## src/rtl/core/jac_pkg.sv

```systemverilog
`timescale 1ns / 1ps
// Shared types and constants of the joystick axis conditioner.
package jac_pkg;

   localparam int CENTER_W     = 12;
   localparam int SCALE_LOW_W  = 11;
   localparam int SCALE_HIGH_W = 10;
   localparam int DEAD_ZONE_W  = 10;
   localparam int POS_W        = 11;
   localparam int FAC_W        = 11;
   localparam int QUO_W        = 11;
   localparam int CNT_W        = 4;
   localparam int CSR_ADDR_W   = 5;
   localparam int CSR_DATA_W   = 32;
   localparam int REG_SEL_W    = 3;

   localparam logic [POS_W-1:0] POS_POS_MAX = 11'd1023;
   localparam logic [POS_W-1:0] POS_NEG_MAG = 11'd1024;

   typedef enum logic [REG_SEL_W-1:0] {
      REG_SCALE_LOW  = 3'd0,
      REG_SCALE_HIGH = 3'd1,
      REG_DEAD_ZONE  = 3'd2,
      REG_CENTER_H   = 3'd3,
      REG_CENTER_V   = 3'd4
   } csr_index_type;

   typedef struct packed {
      logic signed [SCALE_LOW_W-1:0] scale_low;
      logic [SCALE_HIGH_W-1:0]       scale_high;
      logic [DEAD_ZONE_W-1:0]        dead_zone;
      logic [CENTER_W-1:0]           center_h;
      logic [CENTER_W-1:0]           center_v;
   } cfg_type;

   typedef enum logic [2:0] {
      ST_IDLE,
      ST_SETUP,
      ST_MUL,
      ST_DIV,
      ST_FIN
   } state_type;

   typedef struct packed {
      logic load;
      logic step;
   } div_ctl_type;

endpackage

```

## src/rtl/core/jac_if.sv

```systemverilog
`timescale 1ns / 1ps
// Valid/ready channel interfaces for the sample and result beats.
interface jac_req_if #(parameter int SAMPLE_BITS = 12);
   logic                   valid;
   logic                   ready;
   logic                   axis;
   logic [SAMPLE_BITS-1:0] sample;

   modport source (output valid, axis, sample, input ready);
   modport sink (input valid, axis, sample, output ready);
endinterface

interface jac_rsp_if;
   logic        valid;
   logic        ready;
   logic [10:0] position;
   logic        in_dead_zone;

   modport source (output valid, position, in_dead_zone, input ready);
   modport sink (input valid, position, in_dead_zone, output ready);
endinterface

```

## src/rtl/core/jac_csr.sv

```systemverilog
`timescale 1ns / 1ps
// APB-style configuration registers.
module jac_csr (
   input  logic                            clock,
   input  logic                            reset,
   input  logic                            psel,
   input  logic                            penable,
   input  logic                            pwrite,
   input  logic [jac_pkg::CSR_ADDR_W-1:0]  paddr,
   input  logic [jac_pkg::CSR_DATA_W-1:0]  pwdata,
   output logic [jac_pkg::CSR_DATA_W-1:0]  prdata,
   output logic                            pready,
   output jac_pkg::cfg_type                cfg
);
   import jac_pkg::*;

   localparam cfg_type CFG_RESET = '{
      scale_low:  -11'sd100,
      scale_high: 10'd100,
      dead_zone:  10'd10,
      center_h:   12'd2048,
      center_v:   12'd2048
   };

   cfg_type       cfg_ff;
   cfg_type       cfg_in;
   csr_index_type sel;
   logic          wr_en;

   assign sel    = csr_index_type'(paddr[CSR_ADDR_W-1:2]);
   assign wr_en  = psel & penable & pwrite;
   assign pready = 1'b1;
   assign cfg    = cfg_ff;

   always_comb begin
      cfg_in = cfg_ff;
      prdata = '0;
      unique case (sel)
         REG_SCALE_LOW: begin
            prdata = {{(CSR_DATA_W-SCALE_LOW_W){cfg_ff.scale_low[SCALE_LOW_W-1]}},
                      cfg_ff.scale_low};
            if (wr_en) begin
               cfg_in.scale_low = pwdata[SCALE_LOW_W-1:0];
            end
         end
         REG_SCALE_HIGH: begin
            prdata = CSR_DATA_W'(cfg_ff.scale_high);
            if (wr_en) begin
               cfg_in.scale_high = pwdata[SCALE_HIGH_W-1:0];
            end
         end
         REG_DEAD_ZONE: begin
            prdata = CSR_DATA_W'(cfg_ff.dead_zone);
            if (wr_en) begin
               cfg_in.dead_zone = pwdata[DEAD_ZONE_W-1:0];
            end
         end
         REG_CENTER_H: begin
            prdata = CSR_DATA_W'(cfg_ff.center_h);
            if (wr_en) begin
               cfg_in.center_h = pwdata[CENTER_W-1:0];
            end
         end
         REG_CENTER_V: begin
            prdata = CSR_DATA_W'(cfg_ff.center_v);
            if (wr_en) begin
               cfg_in.center_v = pwdata[CENTER_W-1:0];
            end
         end
         default: begin
            prdata = '0;
         end
      endcase
   end

   always_ff @(posedge clock) begin
      if (reset) begin
         cfg_ff <= CFG_RESET;
      end else begin
         cfg_ff <= cfg_in;
      end
   end

endmodule

```

## src/rtl/core/jac_track.sv

```systemverilog
`timescale 1ns / 1ps
// Per-axis sample windows with running sums and peak sums.
module jac_track #(
   parameter int WINDOW_DEPTH = 5,
   parameter int SAMPLE_BITS  = 12,
   parameter int SUM_W        = 15
) (
   input  logic                   clock,
   input  logic                   reset,
   input  logic                   push,
   input  logic                   axis,
   input  logic [SAMPLE_BITS-1:0] sample,
   input  logic                   rd_axis,
   output logic [SUM_W-1:0]       sum,
   output logic [SUM_W-1:0]       peak
);

   localparam int FULL_SUM   = WINDOW_DEPTH * ((2 ** SAMPLE_BITS) - 1);
   localparam int PEAK_RESET = (FULL_SUM * 9 + 5) / 10;

   logic [SAMPLE_BITS-1:0] win_ff [2][WINDOW_DEPTH];
   logic [SUM_W-1:0]       sum_ff [2];
   logic [SUM_W-1:0]       peak_ff [2];
   logic [SUM_W:0]         sum_wide;
   logic [SUM_W-1:0]       sum_in;
   logic [SUM_W-1:0]       peak_in;

   // oldest sample leaves, new one enters
   always_comb begin
      sum_wide = {1'b0, sum_ff[axis]} + (SUM_W+1)'(sample) - (SUM_W+1)'(win_ff[axis][0]);
      sum_in   = sum_wide[SUM_W-1:0];
      peak_in  = (sum_in > peak_ff[axis]) ? sum_in : peak_ff[axis];
   end

   always_ff @(posedge clock) begin
      if (reset) begin
         for (int a = 0; a < 2; a++) begin
            for (int i = 0; i < WINDOW_DEPTH; i++) begin
               win_ff[a][i] <= '0;
            end
            sum_ff[a]  <= '0;
            peak_ff[a] <= SUM_W'(PEAK_RESET);
         end
      end else if (push) begin
         for (int i = 0; i < WINDOW_DEPTH - 1; i++) begin
            win_ff[axis][i] <= win_ff[axis][i+1];
         end
         win_ff[axis][WINDOW_DEPTH-1] <= sample;
         sum_ff[axis]                 <= sum_in;
         peak_ff[axis]                <= peak_in;
      end
   end

   assign sum  = sum_ff[rd_axis];
   assign peak = peak_ff[rd_axis];

endmodule

```

## src/rtl/core/jac_divide.sv

```systemverilog
`timescale 1ns / 1ps
// Restoring divider, one quotient bit per step; top quotient bit flags overflow.
module jac_divide #(
   parameter int PROD_W = 31,
   parameter int DEN_W  = 20
) (
   input  logic                        clock,
   input  jac_pkg::div_ctl_type        ctl,
   input  logic [PROD_W-1:0]           dividend,
   input  logic [DEN_W-1:0]            divisor,
   output logic [jac_pkg::QUO_W-1:0]   quotient
);
   import jac_pkg::*;

   logic [PROD_W-1:0] rem_ff;
   logic [PROD_W-1:0] rem_in;
   logic [PROD_W-1:0] den_ff;
   logic [PROD_W-1:0] den_in;
   logic [QUO_W-1:0]  quo_ff;
   logic [QUO_W-1:0]  quo_in;
   logic [PROD_W:0]   diff;
   logic              take;

   assign diff = {1'b0, rem_ff} - {1'b0, den_ff};
   assign take = ~diff[PROD_W];

   always_comb begin
      rem_in = rem_ff;
      den_in = den_ff;
      quo_in = quo_ff;
      if (ctl.load) begin
         rem_in = dividend;
         den_in = PROD_W'(divisor) << (QUO_W - 1);
         quo_in = '0;
      end else if (ctl.step) begin
         if (take) begin
            rem_in = diff[PROD_W-1:0];
         end
         den_in = den_ff >> 1;
         quo_in = {quo_ff[QUO_W-2:0], take};
      end
   end

   always_ff @(posedge clock) begin
      rem_ff <= rem_in;
      den_ff <= den_in;
      quo_ff <= quo_in;
   end

   assign quotient = quo_ff;

endmodule

```

## src/rtl/core/joystick_axis_conditioner_core.sv

```systemverilog
`timescale 1ns / 1ps
// Top level of the joystick axis conditioner.
//
// req_bus carries one converter sample per beat, tagged with its axis
// (0 horizontal, 1 vertical). Each sample enters that axis's window; the
// window sum is scaled around the configured center to the user range and
// passed through the dead zone. rsp_bus returns one result beat per sample.
// csr_* is an APB-style register port (scale_low, scale_high, dead_zone,
// center_horizontal, center_vertical at 4-byte steps), written while idle.
//
// Per sample: a setup state, a multiply state that loads the divider, eleven
// divider steps and a final state that loads the result register; the
// sequencer then returns to idle, where it takes the next beat, so a new
// sample is taken only once the last one's result is loaded.
// req_bus.ready is high only while no sample is in work; a pending result
// does not block the next sample, but that sample waits at its last step
// until rsp_bus takes the held beat.
// Reset (synchronous) empties the windows, returns peaks and registers to
// their defaults and drops any pending result.
module joystick_axis_conditioner_core #(
   parameter int WINDOW_DEPTH = 5,
   parameter int SAMPLE_BITS  = 12
) (
   input  logic                            clock,
   input  logic                            reset,
   jac_req_if.sink                         req_bus,
   jac_rsp_if.source                       rsp_bus,
   input  logic                            csr_psel,
   input  logic                            csr_penable,
   input  logic                            csr_pwrite,
   input  logic [jac_pkg::CSR_ADDR_W-1:0]  csr_paddr,
   input  logic [jac_pkg::CSR_DATA_W-1:0]  csr_pwdata,
   output logic [jac_pkg::CSR_DATA_W-1:0]  csr_prdata,
   output logic                            csr_pready
);
   import jac_pkg::*;

   localparam int SUM_W  = SAMPLE_BITS + $clog2(WINDOW_DEPTH);
   localparam int CEN_W  = CENTER_W + $clog2(WINDOW_DEPTH);
   localparam int CMP_W  = (SUM_W > CEN_W) ? SUM_W : CEN_W;
   localparam int PROD_W = CMP_W + FAC_W;

   cfg_type           cfg;
   state_type         state_ff;
   state_type         state_in;
   div_ctl_type       div_ctl;
   logic [CNT_W-1:0]  cnt_ff;
   logic [CNT_W-1:0]  cnt_in;
   logic              axis_ff;
   logic              accept;
   logic              rsp_load;

   logic [SUM_W-1:0]  sum;
   logic [SUM_W-1:0]  peak;
   logic [CMP_W-1:0]  sum_x;
   logic [CMP_W-1:0]  peak_x;
   logic [CMP_W-1:0]  c_val;
   logic [CENTER_W-1:0] center_sel;
   logic [SCALE_LOW_W:0] f_wide;
   logic [SCALE_LOW_W:0] f_negated;
   logic              f_neg;
   logic [FAC_W-1:0]  f_mag;

   logic [CMP_W-1:0]  dev_ff;
   logic [CMP_W-1:0]  dev_in;
   logic [CMP_W-1:0]  range_ff;
   logic [CMP_W-1:0]  range_in;
   logic [FAC_W-1:0]  fac_ff;
   logic [FAC_W-1:0]  fac_in;
   logic              neg_ff;
   logic              neg_in;
   logic              zero_ff;
   logic              zero_in;

   logic [PROD_W-1:0] product;
   logic [QUO_W-1:0]  quotient;
   logic [POS_W-1:0]  mag;
   logic              forced;
   logic [POS_W-1:0]  pos_in;

   logic              rsp_valid_ff;
   logic [POS_W-1:0]  pos_ff;
   logic              dz_ff;

   jac_csr u_csr (
      .clock   (clock),
      .reset   (reset),
      .psel    (csr_psel),
      .penable (csr_penable),
      .pwrite  (csr_pwrite),
      .paddr   (csr_paddr),
      .pwdata  (csr_pwdata),
      .prdata  (csr_prdata),
      .pready  (csr_pready),
      .cfg     (cfg)
   );

   jac_track #(
      .WINDOW_DEPTH (WINDOW_DEPTH),
      .SAMPLE_BITS  (SAMPLE_BITS),
      .SUM_W        (SUM_W)
   ) u_track (
      .clock   (clock),
      .reset   (reset),
      .push    (accept),
      .axis    (req_bus.axis),
      .sample  (req_bus.sample),
      .rd_axis (axis_ff),
      .sum     (sum),
      .peak    (peak)
   );

   assign product = PROD_W'(dev_ff) * PROD_W'(fac_ff);

   jac_divide #(
      .PROD_W (PROD_W),
      .DEN_W  (CMP_W)
   ) u_divide (
      .clock    (clock),
      .ctl      (div_ctl),
      .dividend (product),
      .divisor  (range_ff),
      .quotient (quotient)
   );

   assign accept = req_bus.valid & req_bus.ready;

   // sequencer
   always_comb begin
      state_in      = state_ff;
      cnt_in        = cnt_ff;
      div_ctl.load  = 1'b0;
      div_ctl.step  = 1'b0;
      req_bus.ready = 1'b0;
      rsp_load      = 1'b0;
      unique case (state_ff)
         ST_IDLE: begin
            req_bus.ready = 1'b1;
            if (req_bus.valid) begin
               state_in = ST_SETUP;
            end
         end
         ST_SETUP: begin
            state_in = ST_MUL;
         end
         ST_MUL: begin
            div_ctl.load = 1'b1;
            cnt_in       = CNT_W'(QUO_W - 1);
            state_in     = ST_DIV;
         end
         ST_DIV: begin
            div_ctl.step = 1'b1;
            cnt_in       = cnt_ff - 1'b1;
            if (cnt_ff == '0) begin
               state_in = ST_FIN;
            end
         end
         ST_FIN: begin
            if (!rsp_valid_ff || rsp_bus.ready) begin
               rsp_load = 1'b1;
               state_in = ST_IDLE;
            end
         end
         default: begin
            state_in = ST_IDLE;
         end
      endcase
   end

   always_ff @(posedge clock) begin
      if (reset) begin
         state_ff <= ST_IDLE;
      end else begin
         state_ff <= state_in;
      end
   end

   always_ff @(posedge clock) begin
      cnt_ff <= cnt_in;
      if (accept) begin
         axis_ff <= req_bus.axis;
      end
   end

   // deviation, range and factor for the selected side of center
   always_comb begin
      center_sel = axis_ff ? cfg.center_v : cfg.center_h;
      c_val      = CMP_W'(center_sel) * CMP_W'(WINDOW_DEPTH);
      sum_x      = CMP_W'(sum);
      peak_x     = CMP_W'(peak);
      f_wide     = {cfg.scale_low[SCALE_LOW_W-1], cfg.scale_low} - 12'd1;
      f_negated  = -f_wide;
      f_neg      = f_wide[SCALE_LOW_W];
      f_mag      = f_neg ? f_negated[FAC_W-1:0] : f_wide[FAC_W-1:0];
      if (sum_x >= c_val) begin
         dev_in   = sum_x - c_val;
         range_in = (peak_x >= c_val) ? (peak_x - c_val) : '0;
         fac_in   = FAC_W'(cfg.scale_high) + 1'b1;
         neg_in   = 1'b0;
      end else begin
         // trough sum never leaves zero, so the low range is the center sum
         dev_in   = c_val - sum_x;
         range_in = c_val;
         fac_in   = f_mag;
         neg_in   = f_neg;
      end
      zero_in = (range_in == '0);
   end

   always_ff @(posedge clock) begin
      if (state_ff == ST_SETUP) begin
         dev_ff   <= dev_in;
         range_ff <= range_in;
         fac_ff   <= fac_in;
         neg_ff   <= neg_in;
         zero_ff  <= zero_in;
      end
   end

   // clamp and dead zone
   always_comb begin
      if (zero_ff) begin
         mag = '0;
      end else if (quotient[QUO_W-1]) begin
         mag = neg_ff ? POS_NEG_MAG : POS_POS_MAX;
      end else begin
         mag = {1'b0, quotient[QUO_W-2:0]};
      end
      forced = (mag < POS_W'(cfg.dead_zone));
      if (forced) begin
         pos_in = '0;
      end else if (neg_ff) begin
         pos_in = -mag;
      end else begin
         pos_in = mag;
      end
   end

   always_ff @(posedge clock) begin
      if (reset) begin
         rsp_valid_ff <= 1'b0;
      end else if (rsp_load) begin
         rsp_valid_ff <= 1'b1;
      end else if (rsp_bus.ready) begin
         rsp_valid_ff <= 1'b0;
      end
   end

   always_ff @(posedge clock) begin
      if (rsp_load) begin
         pos_ff <= pos_in;
         dz_ff  <= forced;
      end
   end

   assign rsp_bus.valid        = rsp_valid_ff;
   assign rsp_bus.position     = pos_ff;
   assign rsp_bus.in_dead_zone = dz_ff;

`ifndef SYNTH
   assert property (@(posedge clock) disable iff (reset)
      (req_bus.valid && req_bus.ready) |=> (state_ff == ST_SETUP))
      else $error("accepted beat did not start setup");

   assert property (@(posedge clock) disable iff (reset)
      (rsp_bus.valid && rsp_bus.in_dead_zone) |-> (rsp_bus.position == '0))
      else $error("dead zone beat with nonzero position");

   assert property (@(posedge clock) disable iff (reset)
      (state_ff == ST_FIN && rsp_bus.valid && !rsp_bus.ready) |=> (state_ff == ST_FIN))
      else $error("pending result overwritten");

   assert property (@(posedge clock) disable iff (reset)
      (state_ff == ST_DIV) |-> (cnt_ff <= CNT_W'(QUO_W - 1)))
      else $error("divider step count out of range");
`endif

endmodule
```

## src/flat_wrapper.sv

```systemverilog
// flat-port wrapper written by rule: the top's interface ports become plain ports
module joystick_axis_conditioner_core_flat import jac_pkg::*;
#(
   parameter int WINDOW_DEPTH = 5,
   parameter int SAMPLE_BITS  = 12
)
  (clock, reset, csr_psel, csr_penable, csr_pwrite, csr_paddr, csr_pwdata, csr_prdata, csr_pready, req_bus_valid, req_bus_axis, req_bus_sample, req_bus_ready, rsp_bus_valid, rsp_bus_position, rsp_bus_in_dead_zone, rsp_bus_ready);
  jac_req_if #(.SAMPLE_BITS(SAMPLE_BITS)) req_bus_i ();
  jac_rsp_if rsp_bus_i ();
  input  logic clock;
  input  logic reset;
  input  logic csr_psel;
  input  logic csr_penable;
  input  logic csr_pwrite;
  input  logic [jac_pkg::CSR_ADDR_W-1:0] csr_paddr;
  input  logic [jac_pkg::CSR_DATA_W-1:0] csr_pwdata;
  output logic [jac_pkg::CSR_DATA_W-1:0] csr_prdata;
  output logic csr_pready;
  input wire logic [$bits(req_bus_i.valid)-1:0] req_bus_valid;
  input wire logic [$bits(req_bus_i.axis)-1:0] req_bus_axis;
  input wire logic [$bits(req_bus_i.sample)-1:0] req_bus_sample;
  output wire logic [$bits(req_bus_i.ready)-1:0] req_bus_ready;
  output wire logic [$bits(rsp_bus_i.valid)-1:0] rsp_bus_valid;
  output wire logic [$bits(rsp_bus_i.position)-1:0] rsp_bus_position;
  output wire logic [$bits(rsp_bus_i.in_dead_zone)-1:0] rsp_bus_in_dead_zone;
  input wire logic [$bits(rsp_bus_i.ready)-1:0] rsp_bus_ready;
  assign req_bus_i.valid = req_bus_valid;
  assign req_bus_i.axis = req_bus_axis;
  assign req_bus_i.sample = req_bus_sample;
  assign req_bus_ready = req_bus_i.ready;
  assign rsp_bus_valid = rsp_bus_i.valid;
  assign rsp_bus_position = rsp_bus_i.position;
  assign rsp_bus_in_dead_zone = rsp_bus_i.in_dead_zone;
  assign rsp_bus_i.ready = rsp_bus_ready;
  joystick_axis_conditioner_core #(.WINDOW_DEPTH(WINDOW_DEPTH), .SAMPLE_BITS(SAMPLE_BITS)) u_core (.clock(clock), .reset(reset), .req_bus(req_bus_i), .rsp_bus(rsp_bus_i), .csr_psel(csr_psel), .csr_penable(csr_penable), .csr_pwrite(csr_pwrite), .csr_paddr(csr_paddr), .csr_pwdata(csr_pwdata), .csr_prdata(csr_prdata), .csr_pready(csr_pready));
endmodule
```

## config.mk

```make
export PLATFORM = sky130hd
export DESIGN_NAME = joystick_axis_conditioner_core_flat
export DESIGN_NICKNAME = d
export VERILOG_FILES = /design/src/rtl/core/jac_pkg.sv /design/src/rtl/core/jac_if.sv /design/src/rtl/core/jac_csr.sv /design/src/rtl/core/jac_track.sv /design/src/rtl/core/jac_divide.sv /design/src/rtl/core/joystick_axis_conditioner_core.sv /design/src/flat_wrapper.sv
export SDC_FILE = /design/constraint.sdc
export NUM_CORES = 1
export LEC_CHECK = 0
export ABC_AREA = 0
export BUFFER_PORTS_ARGS = -buffer_cell sky130_fd_sc_hd__buf_2
export CORE_ASPECT_RATIO = 0.8
export CORE_MARGIN = 5
export CORE_UTILIZATION = 65
export DETAILED_ROUTE_END_ITERATION = 12
export PLACE_DENSITY_LB_ADDON = 0.3
export SLEW_MARGIN = 0
export SYNTH_ARGS = -nofsm -noshare
export SYNTH_HDL_FRONTEND = slang
export SYNTH_SLANG_ARGS = --single-unit
```

## constraint.sdc

```tcl
create_clock -name clock -period 9.88 [get_ports clock]
set_clock_uncertainty 0.15 [all_clocks]
set_input_delay 0.494 -clock clock [delete_from_list [all_inputs] [get_ports clock]]
set_output_delay 0.494 -clock clock [all_outputs]
set_load 0.02 [all_outputs]
```

---- Yosys cells after proc, flatten, opt, wreduce, memory -nomap -nowiden ----
Memories as Yosys holds them, arrays and structs flattened. A register that Yosys moved wholly into a read port is not among the register bits.
Cells that the tools add are included.
operators by class
  add/subtract/negate cells ............... 11
  multipliers ............................. 2
  $lt $le $gt $ge ......................... 4
  equality and inequality tests ........... 12
  multiplexer cells ....................... 45
  bitwise operators ....................... 4
  reductions and logical operators ........ 19
operators with widths
  kind                                                  count
  one-hot mux 32 bit (5 select lines)                   1
  two-way mux 15 bit                                    6
  two-way mux 26 bit                                    3
  two-way mux 11 bit                                    6
  two-way mux 60 bit                                    1
  OR reduction 60 bit                                   1
  two-way mux 25 bit                                    2
  subtractor 15 bit                                     3
  >= comparator 15 bit                                  2
  OR reduction 15 bit                                   2
  subtractor 26 x 25 -> 27 bit                          1
  multiplier 15 x 11 -> 26 bit                          1
  negation 11 bit                                       2
  two-way mux 1 bit                                     20
  adder 15 x 12 -> 15 bit                               1
  > comparator 15 bit                                   1
  logical NOT 15 bit                                    1
  multiplier 12 x 3 -> 15 bit (second input constant)   1
  one-hot mux 3 bit (5 select lines)                    1
  subtractor 15 x 12 -> 15 bit                          1
  equality test 3 x 2 -> 1 bit (second input constant)  4
  two-way mux 12 bit                                    1
  AND reduction 2 bit                                   6
  subtractor 11 x 2 -> 12 bit (second input constant)   1
  17 further kinds                                      28
word-level totals
  bits in registers ....................... 181
  memory bits (writable) .................. 180
  logic and storage cells ................. 120
  memories ................................ 3
memories
  name                    words  width  read ports  clocked after Yosys merged registers in  wr ports  RTL line         source
  u_core.u_track.win_ff   2      60     1           0                                        2         jac_track.sv:21  logic [SAMPLE_BITS-1:0] win_ff [2][WINDOW_DEPTH];
  u_core.u_track.peak_ff  2      15     2           1                                        2         jac_track.sv:23  logic [SUM_W-1:0] peak_ff [2];
  u_core.u_track.sum_ff   2      15     2           1                                        2         jac_track.sv:22  logic [SUM_W-1:0] sum_ff [2];

---- Logic depth before layout (Yosys ltp) ----
  depth after elaboration ................. 8
  gate-level depth with buffers ........... 24
  depth with buffers taken out ............ 23

---- Hierarchy ----
A second synthesis with hierarchy kept.
second synthesis, totals
  cell total of the unflattened synthesis .. 2,742
  area total of the unflattened synthesis .. 27,481.4 um^2
modules (own cells, without submodules)
  module                          times used  cells an instance  area an instance (um^2)  seq. area each (um^2)
  joystick_axis_conditioner_core  1           1,333              11,659.9                 1,881.8
  jac_track                       1           701                9,150.0                  5,405.2
  jac_divide                      1           415                3,813.7                  1,651.6
  jac_csr                         1           293                2,857.7                  1,101.1

---- Worst setup path before layout ----
No wires, ideal clock.
  kind .................................... input to register
  start ................................... input port req_bus_axis
  end ..................................... memory u_core.u_track.peak_ff[0][10], data pin
  library setup time ...................... 0.268 ns
  arrival ................................. 5.913 ns
  slack ................................... 3.550 ns
  stages .................................. 24
  buffers on the path ..................... 4
  cells stage by stage .................... clkbuf_1 > clkbuf_1 > clkbuf_1 > mux2_2 > fa_1 > inv_1 > ha_1 > a21o_1 > a21oi_1 > o31ai_1 > or3_1 > a31oi_1 > xor2_1 > inv_1 > ha_1 > a21o_1 > a21o_1 > a21oi_1 > o21ai_0 > a221oi_1 > nor2_1 > clkbuf_1 > mux2_2 > nand2_1
RTL lines
  what                RTL line            source
  start: declaration  flat_wrapper.sv:20  input wire logic [$bits(req_bus_i.axis)-1:0] req_bus_axis;
  end: declaration    jac_track.sv:23

---- Worst setup path in the final report ----
  start ................................... register u_core.axis_ff
  end ..................................... register u_core.dev_ff[12], data pin
on the way
  cells in the longest elaborated chain, start to end .. 4
  elaborated cells between the ends (all ways) .. 6
  those cells by class .................... 2 x add/sub; 1 x mul; 1 x order compare; 2 x mux
ends and longest elaborated chain
  what                                       RTL line                               source
  start: declaration                         joystick_axis_conditioner_core.sv:49   logic axis_ff;
  start signal: assignment                   joystick_axis_conditioner_core.sv:181  axis_ff <= req_bus.axis;
  two-way mux 12 bit *                       joystick_axis_conditioner_core.sv:187  center_sel = axis_ff ? cfg.center_v : cfg.center_h;
  multiplier 12 x 3 -> 15 bit *              joystick_axis_conditioner_core.sv:188  c_val = CMP_W'(center_sel) * CMP_W'(WINDOW_DEPTH);
  subtractor 15 bit (tied with other cells)  joystick_axis_conditioner_core.sv:202  dev_in = c_val - sum_x;
  two-way mux 15 bit *                       joystick_axis_conditioner_core.sv:195  if (sum_x >= c_val) begin
  net u_core.dev_in[12]                      joystick_axis_conditioner_core.sv:65   logic [CMP_W-1:0] dev_in;
  end signal: assignment                     joystick_axis_conditioner_core.sv:212  dev_ff <= dev_in;
  end: declaration                           joystick_axis_conditioner_core.sv:64   logic [CMP_W-1:0] dev_ff;
The timed path passes the listed nets; every way through them passes the cells marked *.
A chain may end at the register's enable or synchronous reset.

==> flow_summary.toml <==
[finish]
final.fill_count = 2974
finalNonFillerCells = 3254
cell_area_after_layout_sq_um = 28500
area_growth_pct = 7.20
final_layout_size_suffix_gt1_frac = 0.0930
layout_commonest_cell = "edfxtp_1"
layout.cells.most_common_list = "edfxtp_1 (281), inv_1 (260), nand2_1 (245), ha_1 (197), nor2_1 (188)"
num_antenna_cells = 0
design.final.nets = 3067

[worst_setup_path]
r2r.worst_path.cells = 22
timing.critical_path.from_type = "flop"
worst-path-buf-inv = 3
worstSetupEndpointType = "flop"
worst-endpoint-required_ps = 10030
worst-endpoint-arrival_ps = 7370
crit_path_cell_count = 22
critPathKind = "reg2reg"
crit_path_max_delay_cell_type = "edfxtp_1"
crit_family = "compound AO/OA/AOI/OAI gates"
crit_fanout = 69
critical_path.most_common_cell = "ha_1"
critPathLaunch = "u_core.axis_ff"
critical_path.reg2reg.startpoint = "u_core.axis_ff"
worstPathCellList = "mux2i_1, buf_4, inv_1, ha_1, ha_1, a21oi_1, o211ai_1, o41ai_1, nor2_1, a211oi_2, nor2_1, o21ai_0, ha_1, nand4_1, nor4_1, a211oi_2, o211ai_1, buf_4, a21oi_1, a221oi_1, o21ai_0, xor2_1"
setup.reg_to_reg.worst_slack_ps = 2660
endpoint = "u_core.dev_ff[12]"
reg2reg_to = "u_core.dev_ff[12]"
slowest_delay_ps = 760

[clocking]
clk_path_buf_depth = 3
h-tree-depth = 2
cts_setup_buffers = 0
cts.reportedPaths.clkPinSlew_ps = 60
cts_inserted_buffers = 39
clock_tree.root_cell = "clkbuf_16"
worstSkewPairLatency_ps = 560
tritoncts = "yes"
cts_sink_count = 362

[place]
dp.cells = 3182
numPortBuffers = 80
detailed_placer_s_ending_hpwl_mm = 45.1
place_worst_setup_slack_ps = 2860
placedInstanceArea_sq_um = 27200
globalplace.congestion = 0.966

[die]
floorplan.rows = 66
die_area_sq_um = 45100
dieWidth_um = 236
floorplan.initialDensity = 0.655
design.core.area_sq_um = 40500
io_pins = 104
die_h_um = 191

[detailed_routing]
drtIter0Drc = 1864
met1_length_mm = 27.7
dr.pass1.iters = 6
postRouteWirelength_mm = 61.8
vias_per_cell = 5.99
routedWlPerCell_um = 19.0
topRoutingLayerUsed = "met4"
met2_length_mm = 27.5
route.vias.total = 19498
met3_length_mm = 4.95
drt_drc_violations_left = 0
final_antenna_violating_net_count = 0

[sta]
worst-slew-pin-transition_ps = 1160
final-hold-violation-count = 0
finalSetupViolCount = 0
final_max_slew_viol_count = 0
hold_slack_ps = 49.5
min_period_ps = 7220
grt_setup_unrepaired = "no"
fmax_mhz = 138
tns_ps = 0
timing.max_slew.rel_slack = 0.223
finalCritPeriodShare = 0.731
post-route-worst-setup-slack_ps = 2660

[grt]
gr-total-overflow = 0
grt_pass1_wl_mm = 101
grt_start_max_net_pins = 74
via_count_of_the_first_global_routing_pass = 19690
initial_antenna_violation_count = 2
track_usage = 0.276

[pwr]
max-vdd-ir-drop_mv = 0.619
leakage_nw = 12.5
cellPowerDensity_nw_per_um2 = 291

[logic_synthesis]
top_ff_cell_synth = "edfxtp_1"
post_synth_inst_count = 2682
synth.area.top_cells = "edfxtp_1 (32%), fa_1 (10%), ha_1 (9.3%)"
avgSynthCellArea_sq_um = 9.91
mappedNetlistNets = 3069
yosysTopAreaCell = "edfxtp_1"
synth.top_cell.area_share = 0.317
yosys_warnings = 0
ys_seq_elements = 362
yosysUniqueCellTypes = 75
async_flop_share = 0
seq_area_frac_synth = 0.378
netlist_area_sq_um = 26600
synth_edf_count = 281

[job]
cap_viol_max_count = 0

[outcome]
run_status = "completed"

[worst_hold_path]
worst_hold_path_type = "in2reg"
logic make-up after synthesis:
| family | Yosys count | synth area share |
|---|---|---|
| DFF | 362 | 0.378 |
| adders and majority gates | 330 | 0.193 |
| other | 1 | 0.000141 |
| and+or+nand+nor | 846 | 0.155 |
| AOI/OAI and AO/OA | 468 | 0.114 |
| xor gates and xnor gates | 118 | 0.0389 |
| buffers and inverters | 406 | 0.0606 |
| muxes | 151 | 0.0598 |
synth_stat cells, types with 4 or more instances:
cell and n:
edfxtp_1 281, inv_1 260, nand2_1 245, ha_1 197, nor2_1 189, and2_1 163, fa_1 133, a21oi_1 122
clkbuf_1 99, o21ai_0 90, mux2i_1 88, dfxtp_1 81, a21o_1 72, nand3_1 72, xor2_1 69, mux2_2 63
xnor2_1 49, nor2b_1 42, nor3_1 34, nand2b_1 25, o21a_1 23, a22oi_1 20, buf_4 20, buf_1 17
a211o_1 16, a31oi_1 16, o211ai_1 16, and3_1 14, nand4_1 14, o21ai_1 14, a211oi_1 12, o22ai_1 11
o31ai_1 10, buf_2 9, o21bai_1 9, or3_1 9, nor3b_1 7, nor4_1 7, and4_1 4, nand3b_1 4
o2111ai_1 4, or2_2 4, or4_1 4
final cells by class:
class,instances,area (sq um),share of cell area
clock inverters,27,238,0.00834
well taps,544,681,0.0239
repair buffers,102,568,0.0199
flip-flops and latches,362,10100,0.353
clock buffers,44,1020,0.0357
inverters,261,980,0.0344
multi-input cells,1914,14900,0.525
per-layer routing:
| layer | track usage | vias to the layer above |
|---|---|---|
| met5 | 0 | - |
| met4 | 0.0835 | 0 |
| met3 | 0.0468 | 115 |
| met2 | 0.430 | 671 |
| met1 | 0.403 | 9504 |
| li1 | - | 9208 |
state kept, by name, summed over array words and instances, names as in the netlist, named ones only:
signal                       flops
u_core.u_track.win_ff          120
u_core.u_track.peak_ff          30
u_core.fac_ff                   11
u_core.rsp_bus.position         11
u_core.zero_ff                   1
u_core.rsp_bus.valid             1
u_core.range_ff                 15
u_core.u_csr.cfg                55
u_core.u_divide.quotient        11
u_core.u_divide.rem_ff          26
u_core.u_track.sum_ff           30
u_core.rsp_bus.in_dead_zone      1
u_core.cnt_ff                    4
u_core.neg_ff                    1
u_core.state_ff                  3
u_core.dev_ff                   15
u_core.u_divide.den_ff          25
u_core.axis_ff                   1
where the power goes:
| group | switching [mW] | internal [mW] |
|---|---|---|
| clock network | 0.625 | 0.825 |
| logic | 2.90 | 2.00 |
| registers | 0.115 | 1.83 |
| total | 3.64 | 4.66 |
how the worst min path moves through the flow:
stage,startpoint,end,cells past startpoint
floorplan,u_core.u_divide.den_ff[0],u_core.u_divide.den_ff[0],2
global placement,u_core.u_divide.den_ff[0],u_core.u_divide.den_ff[0],2
detailed placement,u_core.u_divide.den_ff[0],u_core.u_divide.den_ff[0],2
CTS,csr_pwdata[10],u_core.u_csr.cfg[54],2
global route,csr_pwdata[10],u_core.u_csr.cfg[54],2
finish,csr_pwdata[10],u_core.u_csr.cfg[54],2
metrics by stage:
stage / util / total power [mW]
4_1_cts: 0.703 / 8.29
6_report: 0.703 / 8.30
3_5_place_dp: 0.672 / 6.76
2_1_floorplan: - / 5.71
3_3_place_gp: 0.672 / 6.58
5_1_grt: 0.703 / 9.02
what timing repair did:
item	CTS	global route
endpoints found under the hold margin	1	0
hold buffers	1	0
gates resized for setup	0	0
Note: power is estimated with default switching activity, not from simulation.
